File: src/design/srs_pkg.sv
// Shared types and constants for the weighted service-record selector.
package srs_pkg;

  localparam int PRIO_W   = 16;
  localparam int WEIGHT_W = 16;
  localparam int PORT_W   = 16;
  localparam int TGT_W    = 8;
  localparam int RND_W    = 32;
  localparam int LEFT_W   = 5;
  localparam int DIV_CNT_W = 6;

  localparam logic [DIV_CNT_W-1:0] DIV_STEPS = DIV_CNT_W'(RND_W);

  localparam logic OP_INSERT = 1'b0;
  localparam logic OP_POP    = 1'b1;

  localparam logic [1:0] STAT_OK    = 2'd0;
  localparam logic [1:0] STAT_EMPTY = 2'd1;
  localparam logic [1:0] STAT_FULL  = 2'd2;

  typedef struct packed {
    logic                operation;
    logic [PRIO_W-1:0]   priority_req;
    logic [WEIGHT_W-1:0] weight;
    logic [PORT_W-1:0]   port;
    logic [TGT_W-1:0]    target_id;
    logic [RND_W-1:0]    random_value;
  } in_item_t;

  typedef struct packed {
    logic [1:0]          status;
    logic [PRIO_W-1:0]   chosen_priority;
    logic [WEIGHT_W-1:0] chosen_weight;
    logic [PORT_W-1:0]   chosen_port;
    logic [TGT_W-1:0]    chosen_target;
    logic [LEFT_W-1:0]   records_left;
  } out_item_t;

  typedef struct packed {
    logic [PRIO_W-1:0]   prio;
    logic [WEIGHT_W-1:0] weight;
    logic [PORT_W-1:0]   port;
    logic [TGT_W-1:0]    target;
  } rec_t;

  typedef enum logic [3:0] {
    ST_IDLE,
    ST_DECIDE,
    ST_SCAN,
    ST_DIV_INIT,
    ST_DIV,
    ST_PICK_INIT,
    ST_PICK,
    ST_SHIFT_INIT,
    ST_SHIFT,
    ST_DONE
  } fsm_state_t;

  typedef struct packed {
    logic load;
    logic scan_init;
    logic scan_run;
    logic div_init;
    logic div_run;
    logic pick_init;
    logic pick_run;
    logic shift_init;
    logic shift_run;
    logic finish;
  } cmd_t;

  typedef struct packed {
    logic is_pop;
    logic empty;
    logic multi;
    logic scan_done;
    logic div_done;
    logic pick_done;
    logic shift_done;
    logic out_free;
  } sts_t;

endpackage

File: src/design/srs_ctrl.sv
// Sequencer for insert and pop: steps the datapath through scan, divide, pick and compaction.
module srs_ctrl
  import srs_pkg::*;
(
  input  logic clk,
  input  logic rst_n,
  input  logic in_valid,
  output logic in_ready,
  input  sts_t sts,
  output cmd_t cmd
);

  fsm_state_t state_r, state_nxt;

  always_ff @(posedge clk) begin
    if (!rst_n) begin
      state_r <= ST_IDLE;
    end else begin
      state_r <= state_nxt;
    end
  end

  always_comb begin
    state_nxt = state_r;
    case (state_r)
      ST_IDLE: begin
        if (in_valid) state_nxt = ST_DECIDE;
      end
      ST_DECIDE: begin
        if (sts.is_pop && !sts.empty) state_nxt = ST_SCAN;
        else state_nxt = ST_DONE;
      end
      ST_SCAN: begin
        if (sts.scan_done) state_nxt = sts.multi ? ST_DIV_INIT : ST_PICK_INIT;
      end
      ST_DIV_INIT:   state_nxt = ST_DIV;
      ST_DIV: begin
        if (sts.div_done) state_nxt = ST_PICK_INIT;
      end
      ST_PICK_INIT:  state_nxt = ST_PICK;
      ST_PICK: begin
        if (sts.pick_done) state_nxt = ST_SHIFT_INIT;
      end
      ST_SHIFT_INIT: state_nxt = ST_SHIFT;
      ST_SHIFT: begin
        if (sts.shift_done) state_nxt = ST_DONE;
      end
      ST_DONE: begin
        if (sts.out_free) state_nxt = ST_IDLE;
      end
      default: state_nxt = ST_IDLE;
    endcase
  end

  always_comb begin
    cmd      = '0;
    in_ready = 1'b0;
    case (state_r)
      ST_IDLE: begin
        in_ready = 1'b1;
        cmd.load = in_valid;
      end
      ST_DECIDE:     cmd.scan_init  = 1'b1;
      ST_SCAN:       cmd.scan_run   = 1'b1;
      ST_DIV_INIT:   cmd.div_init   = 1'b1;
      ST_DIV:        cmd.div_run    = 1'b1;
      ST_PICK_INIT:  cmd.pick_init  = 1'b1;
      ST_PICK:       cmd.pick_run   = 1'b1;
      ST_SHIFT_INIT: cmd.shift_init = 1'b1;
      ST_SHIFT:      cmd.shift_run  = 1'b1;
      ST_DONE:       cmd.finish     = sts.out_free;
      default:       cmd = '0;
    endcase
  end

endmodule

File: src/design/srs_dpath.sv
// Record table, scan accumulators, restoring divider, pick logic and result register.
module srs_dpath
  import srs_pkg::*;
#(
  parameter int MAX_RECORDS = 16
) (
  input  logic      clk,
  input  logic      rst_n,
  input  cmd_t      cmd,
  output sts_t      sts,
  input  in_item_t  in_data,
  input  logic      out_ready,
  output logic      out_valid,
  output out_item_t out_data
);

  localparam int IDX_W = $clog2(MAX_RECORDS);
  localparam int CNT_W = $clog2(MAX_RECORDS + 1);
  localparam int TOT_W = WEIGHT_W + CNT_W;

  rec_t mem [MAX_RECORDS];

  in_item_t           item_r;
  logic [CNT_W-1:0]   count_r, count_nxt;
  logic [CNT_W-1:0]   ptr_r;
  logic               vld_r;
  logic [IDX_W-1:0]   vidx_r;
  rec_t               rd_data_r;
  logic [PRIO_W-1:0]  best_r;
  logic [CNT_W-1:0]   ncand_r;
  logic [TOT_W-1:0]   total_r;
  logic [TOT_W-1:0]   rem_r;
  logic [RND_W-1:0]   dvd_r;
  logic [DIV_CNT_W-1:0] div_cnt_r;
  logic [TOT_W-1:0]   run_r;
  logic               picked_r;
  logic [IDX_W-1:0]   pick_idx_r;
  rec_t               chosen_r;
  logic               out_valid_r;
  out_item_t          out_r;

  logic               full, empty, zero_mode, issue, out_free;
  logic [TOT_W-1:0]   dsr, r_eff, inc, run_nxt;
  logic [TOT_W:0]     rem_sh, diff;
  logic               wr_en;
  logic [IDX_W-1:0]   wr_addr;
  rec_t               wr_data, in_rec;
  out_item_t          res;
  logic [31:0]        cnt_ext;

  assign full      = (count_r == CNT_W'(MAX_RECORDS));
  assign empty     = (count_r == '0);
  assign zero_mode = (total_r == '0);
  assign out_free  = !out_valid_r || out_ready;
  assign issue     = (cmd.scan_run || cmd.pick_run || cmd.shift_run) && (ptr_r < count_r);

  // Divisor is the candidate count when every candidate weight is zero.
  assign dsr    = zero_mode ? TOT_W'(ncand_r) : total_r;
  assign rem_sh = {rem_r, dvd_r[RND_W-1]};
  assign diff   = rem_sh - {1'b0, dsr};
  assign r_eff  = (ncand_r > CNT_W'(1)) ? rem_r : '0;
  assign inc    = zero_mode ? TOT_W'(1) : TOT_W'(rd_data_r.weight);
  assign run_nxt = run_r + inc;

  assign in_rec = '{prio: item_r.priority_req, weight: item_r.weight,
                    port: item_r.port, target: item_r.target_id};

  always_comb begin
    wr_en   = 1'b0;
    wr_addr = count_r[IDX_W-1:0];
    wr_data = in_rec;
    if (cmd.shift_run && vld_r) begin
      wr_en   = 1'b1;
      wr_addr = vidx_r - IDX_W'(1);
      wr_data = rd_data_r;
    end else if (cmd.finish && item_r.operation == OP_INSERT && !full) begin
      wr_en = 1'b1;
    end
  end

  always_ff @(posedge clk) begin
    if (wr_en) mem[wr_addr] <= wr_data;
    if (issue) rd_data_r <= mem[ptr_r[IDX_W-1:0]];
  end

  // Result formed at commit time.
  always_comb begin
    res       = '0;
    count_nxt = count_r;
    if (item_r.operation == OP_INSERT) begin
      if (full) begin
        res.status = STAT_FULL;
      end else begin
        res.status = STAT_OK;
        count_nxt  = count_r + CNT_W'(1);
      end
    end else begin
      if (empty) begin
        res.status = STAT_EMPTY;
      end else begin
        res.status          = STAT_OK;
        res.chosen_priority = chosen_r.prio;
        res.chosen_weight   = chosen_r.weight;
        res.chosen_port     = chosen_r.port;
        res.chosen_target   = chosen_r.target;
        count_nxt           = count_r - CNT_W'(1);
      end
    end
    cnt_ext          = 32'(count_nxt);
    res.records_left = cnt_ext[LEFT_W-1:0];
  end

  always_ff @(posedge clk) begin
    if (!rst_n) begin
      count_r     <= '0;
      vld_r       <= 1'b0;
      out_valid_r <= 1'b0;
    end else begin
      vld_r <= issue;
      if (cmd.finish) begin
        count_r     <= count_nxt;
        out_valid_r <= 1'b1;
      end else if (out_ready) begin
        out_valid_r <= 1'b0;
      end
    end
  end

  always_ff @(posedge clk) begin
    if (cmd.load) item_r <= in_data;
    if (cmd.finish) out_r <= res;

    if (issue) begin
      ptr_r  <= ptr_r + CNT_W'(1);
      vidx_r <= ptr_r[IDX_W-1:0];
    end
    if (cmd.scan_init || cmd.pick_init) ptr_r <= '0;
    if (cmd.shift_init) ptr_r <= CNT_W'(pick_idx_r) + CNT_W'(1);

    // Running minimum: a new lowest priority restarts the candidate tallies.
    if (cmd.scan_init) begin
      ncand_r <= '0;
      total_r <= '0;
    end else if (cmd.scan_run && vld_r) begin
      if (ncand_r == '0 || rd_data_r.prio < best_r) begin
        best_r  <= rd_data_r.prio;
        ncand_r <= CNT_W'(1);
        total_r <= TOT_W'(rd_data_r.weight);
      end else if (rd_data_r.prio == best_r) begin
        ncand_r <= ncand_r + CNT_W'(1);
        total_r <= total_r + TOT_W'(rd_data_r.weight);
      end
    end

    // Restoring divider, one quotient bit a cycle; only the remainder is kept.
    if (cmd.div_init) begin
      rem_r     <= '0;
      dvd_r     <= item_r.random_value;
      div_cnt_r <= DIV_STEPS;
    end else if (cmd.div_run && div_cnt_r != '0) begin
      rem_r     <= diff[TOT_W] ? rem_sh[TOT_W-1:0] : diff[TOT_W-1:0];
      dvd_r     <= {dvd_r[RND_W-2:0], 1'b0};
      div_cnt_r <= div_cnt_r - DIV_CNT_W'(1);
    end

    // Weighted pick: first candidate whose running sum passes the remainder.
    if (cmd.pick_init) begin
      run_r      <= '0;
      picked_r   <= 1'b0;
      pick_idx_r <= '0;
    end else if (cmd.pick_run && vld_r && !picked_r && rd_data_r.prio == best_r) begin
      run_r <= run_nxt;
      if (r_eff < run_nxt) begin
        picked_r   <= 1'b1;
        pick_idx_r <= vidx_r;
        chosen_r   <= rd_data_r;
      end
    end
  end

  always_comb begin
    sts            = '0;
    sts.is_pop     = (item_r.operation == OP_POP);
    sts.empty      = empty;
    sts.multi      = (ncand_r > CNT_W'(1));
    sts.scan_done  = (ptr_r >= count_r) && !vld_r;
    sts.div_done   = (div_cnt_r == '0);
    sts.pick_done  = (ptr_r >= count_r) && !vld_r;
    sts.shift_done = (ptr_r >= count_r) && !vld_r;
    sts.out_free   = out_free;
  end

  assign out_valid = out_valid_r;
  assign out_data  = out_r;

endmodule

File: src/design/srv_record_weighted_selector.sv
// Top level of the weighted service-record selector.
// This block holds up to MAX_RECORDS service records (priority, weight, port, target
// handle) in insertion order and answers every input beat with exactly one result beat.
// An insert appends a record, or reports full and drops it. A pop takes the records
// sharing the lowest priority: one candidate is taken as is, all-zero weights pick
// candidate random mod count, otherwise the first candidate whose running weight sum
// exceeds random mod total weight wins; the record is removed and the rest close up.
// One item is in work at a time. An insert passes through accept, decide and commit;
// its result beat is registered at commit, once the result register is free.
// A pop, when several records tie at the lowest priority, runs one table scan for
// the minimum priority and weight total, a 32-step restoring divider for the
// remainder, a second scan for the pick, and a compaction pass that moves each
// later record down one slot, all through the single read and single write port of
// the record memory. A pop with a single candidate skips the divider. The result
// register parts the two sides, so a new beat may be accepted while a result waits.
module srv_record_weighted_selector
  import srs_pkg::*;
#(
  parameter int MAX_RECORDS = 16
) (
  input  logic      clk,
  input  logic      rst_n,
  input  logic      in_valid,
  output logic      in_ready,
  input  in_item_t  in_data,
  output logic      out_valid,
  input  logic      out_ready,
  output out_item_t out_data
);

  cmd_t cmd;
  sts_t sts;

  // Sequence the steps of each item.
  srs_ctrl u_ctrl (
    .clk      (clk),
    .rst_n    (rst_n),
    .in_valid (in_valid),
    .in_ready (in_ready),
    .sts      (sts),
    .cmd      (cmd)
  );

  // Hold the table and do the arithmetic.
  srs_dpath #(
    .MAX_RECORDS (MAX_RECORDS)
  ) u_dpath (
    .clk       (clk),
    .rst_n     (rst_n),
    .cmd       (cmd),
    .sts       (sts),
    .in_data   (in_data),
    .out_ready (out_ready),
    .out_valid (out_valid),
    .out_data  (out_data)
  );

endmodule
File: config.mk
export PLATFORM = sky130hd
export DESIGN_NAME = srv_record_weighted_selector
export DESIGN_NICKNAME = d
export VERILOG_FILES = /design/src/design/srs_pkg.sv /design/src/design/srs_ctrl.sv /design/src/design/srs_dpath.sv /design/src/design/srv_record_weighted_selector.sv
export SDC_FILE = /design/constraint.sdc
export NUM_CORES = 1
export LEC_CHECK = 0
export BUFFER_PORTS_ARGS = -buffer_cell sky130_fd_sc_hd__buf_2
export CAP_MARGIN = 5
export CORE_UTILIZATION = 50
export DETAILED_ROUTE_END_ITERATION = 10
export PLACE_DENSITY = 0.67
export RECOVER_POWER = 25
export SKIP_LAST_GASP = 1
export SYNTH_ARGS = -nofsm -noshare
export SYNTH_HDL_FRONTEND = slang
export SYNTH_SLANG_ARGS = --single-unit
export TNS_END_PERCENT = 50
File: constraint.sdc
create_clock -name clk -period 8.6 [get_ports clk]
set_clock_uncertainty 0.15 [all_clocks]
set_input_delay 1.29 -clock clk [delete_from_list [all_inputs] [get_ports clk]]
set_output_delay 1.29 -clock clk [all_outputs]
set_load 0.02 [all_outputs]
# After elaboration in Yosys (flattened, before gate mapping)
# Memory sizes are Yosys's and may differ from the RTL's. A register that Yosys moved wholly into a read port is not among the register bits.
# Cells that the tools add are included.
[word_totals] mem_bits_rw=896 wordCells=151 output_inout_bits=65 mem_count=1 regBits=355 inputBits=93
[mem_list] memory="u_dpath.mem" depth=16 width=56 rd=1 rd_ports_with_merged_regs=1 wr=1 line="srs_dpath.sv:21" text="rec_t mem [MAX_RECORDS];"
[classes] order_cmp=5 n_mux=47 addsub=10 eq_ne=17 bitwise=3 reduce_logical=37
[ops] operator="2-to-1 mux 21 bit" n=5
[ops] operator="2-to-1 mux 32 bit" n=2
[ops] operator="2-to-1 mux 56 bit" n=1
[ops] operator="2-to-1 mux 5 bit" n=8
[ops] operator="case mux 4 bit (10 select lines)" n=1
[ops] operator="2-to-1 mux 4 bit" n=8
[ops] operator="subtractor 22 x 21 -> 22 bit" n=1
[ops] operator="adder 21 x 16 -> 21 bit" n=1
[ops] operator="adder 21 bit" n=1
[ops] operator="logical NOT 21 bit" n=1
[ops] operator="less-than comparator 21 bit" n=1
[ops] operator="2-to-1 mux 1 bit" n=18
[ops] operator="== test 16 bit" n=1
[ops] operator="== test 4 x 3 -> 1 bit (second input constant)" n=4
[ops] operator="less-than comparator 16 bit" n=1
[ops] operator="2-to-1 mux 16 bit" n=1
[ops] operator="adder 5 x 1 -> 5 bit (second input constant)" n=3
[ops] operator="logical AND 1 bit" n=11
[ops] operator="logical NOT 5 bit" n=2
[ops] operator="inequality test 2 bit (second input constant)" n=5
[ops] operator="== test 4 x 2 -> 1 bit (second input constant)" n=2
[ops] operator="== test 4 bit (second input constant)" n=2
[ops] operator="logical NOT 6 bit" n=1
[ops] operator="AND reduction 3 bit" n=2
[ops] operator="22 further kinds" n=36

# Depth between registers and ports, before layout
[depth] depth_word=9 mapped_depth=24 ltp_nobuf=23

# By module
# From an unflattened synthesis, not the netlist that was laid out.
[hier_totals] cells_unflattened=3264 hier_area_um2=53576.4
[by_module_without_submodules] module="srs_dpath" seq_area_each_um2=38266.7 cells_each=3209 n_inst=1 area_each_um2=53194.8
[by_module_without_submodules] module="srs_ctrl" seq_area_each_um2=80.1 cells_each=55 n_inst=1 area_each_um2=381.6

# Worst setup path before layout
# No wires, ideal clock.
[synth_timing] path_type="register to register" start="reg u_dpath.total_r[1]" end="reg u_dpath.chosen_r[0] in the netlist's numbering, enable pin" path_slack_ps=1603 period_less_slack_ps=6997 t_arrival_ps=6382 stages_incl_launch_ff=21 path_buffers=1 setup_time_ps=465 t_required_ps=7985 cell_sequence="dfxtp_1 -> or4_1 -> nor4_1 -> clkbuf_1 -> nor2_1 -> fa_1 -> a21o_1 -> a21oi_1 -> nor2b_1 -> o21ai_1 -> a21oi_2 -> a31oi_1 -> xor2_1 -> ha_1 -> a21o_1 -> a21o_1 -> a21oi_1 -> nor2b_1 -> o21ai_0 -> a21oi_1 -> nor3_2"
[synth_between] elab_chain_len=5
[synth_rtl] item="from (decl)" line="srs_dpath.sv:31" text="logic [TOT_W-1:0] total_r;"
[synth_rtl] item="from (signal assigned)" line="srs_dpath.sv:148" text="total_r <= TOT_W'(rd_data_r.weight);"
[synth_rtl] item="from (signal assigned)" line="srs_dpath.sv:151" text="total_r <= total_r + TOT_W'(rd_data_r.weight);"
[synth_rtl] item="logical NOT 21 bit" line="srs_dpath.sv:53" text="assign zero_mode = (total_r == '0);"
[synth_rtl] item="2-to-1 mux 16 bit" line="srs_dpath.sv:62" text="assign inc = zero_mode ? TOT_W'(1) : TOT_W'(rd_data_r.weight);"
[synth_rtl] item="adder 21 bit" line="srs_dpath.sv:63" text="assign run_nxt = run_r + inc;"
[synth_rtl] item="less-than comparator 21 bit" line="srs_dpath.sv:173" text="if (r_eff < run_nxt) begin"
[synth_rtl] item="AND reduction 3 bit (no line)"
[synth_rtl] item="to (signal assigned)" line="srs_dpath.sv:176" text="chosen_r <= rd_data_r;"
[synth_rtl] item="to (decl)" line="srs_dpath.sv:38" text="rec_t chosen_r;"
# Every way passes these cells.
# A chain may end at the register's enable or synchronous reset.

# Worst setup path after layout
[layout_timing] start="reg u_ctrl.state_r[1]" end="mem u_dpath.mem[5][19] in the netlist's numbering, enable pin"
[layout_between] elab_chain_len=8 elab_cells_between_ends=12 classes_between="eq/ne (2); mux (7); reduce/logical (3)"
[layout_rtl] item="from (decl)" line="srs_ctrl.sv:13" text="fsm_state_t state_r, state_nxt;"
[layout_rtl] item="from (signal assigned)" line="srs_ctrl.sv:19" text="state_r <= state_nxt;"
[layout_rtl] item="== test 4 bit" line="srs_ctrl.sv:58" text="case (state_r)"
[layout_rtl] item="2-to-1 mux 1 bit" line="srs_ctrl.sv:58"
[layout_rtl] item="logical AND 1 bit (2 in series)" line="srs_dpath.sv:76" text="end else if (cmd.finish && item_r.operation == OP_INSERT && !full) begin"
[layout_rtl] item="2-to-1 mux 1 bit" line="srs_dpath.sv:76"
[layout_rtl] item="2-to-1 mux 1 bit" line="srs_dpath.sv:72" text="if (cmd.shift_run && vld_r) begin"
[layout_rtl] item="2-to-1 mux 1 bit" line="srs_dpath.sv:82" text="if (wr_en) mem[wr_addr] <= wr_data;"
[layout_rtl] item="2-to-1 mux 1 bit (not written as such)" line="srs_dpath.sv:82"
[layout_rtl] item="to (decl)" line="srs_dpath.sv:21"
# Parallel ways exist; a longest one is shown, timed or not.

==> impl_metrics.tcl <==
set metrics [dict create \
    diodes 0 \
    via_count 27698 \
    p_total_w 0.0169 \
    cp.buffers_inverters 2 \
    synth_top_family_by_area "multiplexers" \
    yosysUniqueCellTypes 75 \
    slowest_stage "clkbuf_1" \
    drc 0 \
    rr_worst_depth 7 \
    drv_slew 546 \
    synthMuxAreaShare_pct 12.4 \
    synth_top_area_share_pct 69.2 \
    clk_path_buf_depth 3 \
    grt_pass1_wl_um 180000 \
    period_needed_ns 6.52 \
    setup_tns_ns 0 \
    post-synth-top-count-cell "edfxtp_1" \
    synthArstFlopShare_pct 0 \
    cts.clk_slew.worst_paths_ns 0.07 \
    routed_via_density 5.92 \
    nets 3392 \
    routedWlPerCell_um 25.8 \
    root_buffer "clkbuf_16" \
    cts_resized 0 \
    cp.arrival_ns 6.71 \
    hp-start "u_dpath.rd_data_r[16]" \
    post_cts_buffers 0 \
    ys_seq_area_share_pct 72.6 \
    initial_core_util_pct 50.7 \
    timing.fmax_mhz 153 \
    htreeDepth 4 \
    grt_remaining_overflow 0 \
    final-seq-area_mm2 0.0383 \
    ys_ff_latch 1307 \
    power.leakage_nw 19.8 \
    highest_layer "met5" \
    grt_max_degree 157 \
    avgSynthCellArea_um2 17.7 \
    worstPathRequired_ns 8.80 \
    setup.worst_path.class "reg -> reg" \
    synth-compound-area-share_pct 3.53 \
    rrSetupSlack_ns 2.08 \
    fin_util_pct 57.2 \
    rows 118 \
    routed-wl-met2_um 60000 \
    cts_tree "yes" \
    r2r-start "u_ctrl.state_r[1]" \
    drt_iter0_markers 3056 \
    antenna_found_initial 2 \
    cp-end-kind "flop" \
    cts_buffers 137 \
    syn_nets 3177 \
    drive_above_1_share_pct 19.4 \
    met1_length_um 50000 \
    cpPeakStageDelay_ns 1.95 \
    synthFlopType "edfxtp_1" \
    first_global_vias 28519 \
    hold_violations 0 \
    min_period_over_period_pct 75.8 \
    ant_nets 0 \
    whs_endpoint "u_dpath.chosen_r[16]" \
    startpoint_type "flop" \
    drv_cap 11 \
    relSlewSlack_pct -217 \
    io_buffers 157 \
    crit_chain "nor2_1 -> nand2_1 -> nor3b_1 -> clkbuf_1 -> a31oi_1 -> nor2_4 -> buf_4" \
    synth_common_cells "1217 x edfxtp_1, 342 x nand2_1, 280 x mux4_2" \
    yosys_warnings 0 \
    violations "max-capacitance violations, max-slew violations" \
    multiInputGateArea_mm2 0.0138 \
    io_pins 158 \
    critPathMaxFanout 37 \
    dieWidth_um 327 \
    synth_area_leaders "edfxtp_1 69%, mux4_2 12%, dfxtp_1 3.4%" \
    core_area_mm2 0.104 \
    worstMarginPinSlew_ns 4.76 \
    hold_depth 0 \
    min_path_type "reg -> reg" \
    areaGrowthSynthToFinish_pct 12.8 \
    p_per_area_mw_per_mm2 284 \
    insertion_delay_ns 0.73 \
    grt.total_usage_pct 22.9 \
    yosysTopAreaCell "edfxtp_1" \
    fillers 7784 \
    first_pass_iters 6 \
    synth_fa_ha_area_share_pct 2.58 \
    ir_drop_mv 0.259 \
    wl_um 121000 \
    cts_sinks 1307 \
    hold_buffers 0 \
    synth_edf_count 1217 \
    die-area_mm2 0.107 \
    synth-xor-area-share_pct 1.16 \
    rsz0062_at_grt "false" \
    dp_hpwl_um 67300 \
    setup-violations-final 0 \
    outcome "finished with violations" \
    syn_inst 2977 \
    dieHeight_um 327 \
    gp_congestion 0.830 \
    yosys.area_share.simple_pct 6.23 \
    worstReg2RegEnd "u_dpath.mem[5][19]" \
    wl_met3_um 7680 \
    crit_family "buffers and inverters" \
    netlist_area_mm2 0.0528 \
]
-- worst max-delay path by stage --
stage                       startpoint               endpoint  depth (start not counted)
global placement    u_dpath.total_r[4]   u_dpath.chosen_r[23]                         22
global route        u_dpath.total_r[4]  u_dpath.pick_idx_r[1]                         24
CTS                 u_dpath.total_r[4]  u_dpath.pick_idx_r[1]                         24
detailed placement  u_dpath.total_r[4]  u_dpath.pick_idx_r[1]                         24
finish               u_ctrl.state_r[1]     u_dpath.mem[5][19]                          7
floorplan           u_dpath.total_r[1]    u_dpath.chosen_r[0]                         20
-- state kept, by name, indices dropped and copies added (netlist names), 5 cells and up --
name               cells
u_dpath.best_r        16
u_dpath.chosen_r      56
u_dpath.count_r        5
u_dpath.div_cnt_r      6
u_dpath.dvd_r         32
u_dpath.in_rec        56
u_dpath.item_r        32
u_dpath.mem          896
u_dpath.ncand_r        5
u_dpath.out_data      63
u_dpath.ptr_r          5
u_dpath.rd_data_r     56
u_dpath.rem_r         21
u_dpath.run_r         21
u_dpath.total_r       21
-- worst register-to-register path: stages, from the launching register on --
cell	delay (ns)
dfxtp_1	0.48
nor2_1	0.41
nand2_1	0.20
nor3b_1	0.31
clkbuf_1	1.95
a31oi_1	0.88
nor2_4	0.98
buf_4	0.75
-- placed cells by master (no fill, tap or decap), drive strengths merged, types with 5 or more instances in the layout --
master | netlist | final
a211oi | 17 | 17
a21boi | 5 | 5
a21o | 28 | 28
a21oi | 91 | 91
a31oi | 15 | 15
and2 | 89 | 89
and3 | 11 | 11
buf | 36 | 123
bufinv | 0 | 13
clkbuf | 94 | 254
clkinv | 0 | 43
clkinvlp | 0 | 8
dfxtp | 90 | 90
edfxtp | 1217 | 1217
ha | 104 | 104
inv | 68 | 79
mux2i | 24 | 24
mux4 | 280 | 280
nand2 | 342 | 342
nand2b | 11 | 11
nand3 | 34 | 34
nand4 | 16 | 16
nor2 | 91 | 91
nor2b | 32 | 32
nor3 | 26 | 26
nor4 | 14 | 14
o211ai | 5 | 5
o21a | 8 | 8
o21ai | 66 | 66
o21bai | 6 | 6
o22ai | 5 | 5
o311ai | 10 | 10
o31ai | 12 | 12
or2 | 5 | 5
or3 | 10 | 10
or4 | 8 | 8
xnor2 | 42 | 42
xor2 | 26 | 26
-- cells by family (layout without fill, tap and decap cells) --
logic type | count (synthesis) | in the layout
mux | 305 | 305
xor+xnor | 68 | 68
simple gates | 699 | 699
compound gates | 293 | 293
fa+ha+maj | 107 | 107
flops | 1307 | 1307
buf+inv | 198 | 520
-- layer usage --
metal	global-route usage (%)	vias up
li1	-	12155
met1	31.9	14392
met2	37.6	960
met3	3.57	187
met4	6.95	4
met5	0	-
-- report_power, final --
group          internal [W]  switching (W)
clock network       0.00338        0.00240
registers           0.00754       0.000159
logic               0.00175        0.00171
total                0.0127        0.00427
-- metrics by stage --
stage               setup slack, ns  area [um2]  hold WS [ns]  std cells
floorplan                      1.60       52800         0.276       2977
global placement               2.31       55400         0.284       4432
detailed placement             2.30       55400         0.285       4432
CTS                            2.22       59700         0.294       4678
global route                   1.70       59600         0.311       4679
finish                         2.08       59600         0.289       4679
-- area by class of cell --
class / instances / area share, %
Clock buffer: 171 / 6.06
Clock inverter: 75 / 1.27
Sequential cell: 1307 / 64.4
Inverter: 68 / 0.429
Tap cell: 1380 / 2.90
Timing Repair Buffer: 206 / 1.74
Multi-Input combinational cell: 1472 / 23.2
Power figures use the tool's default switching activity.
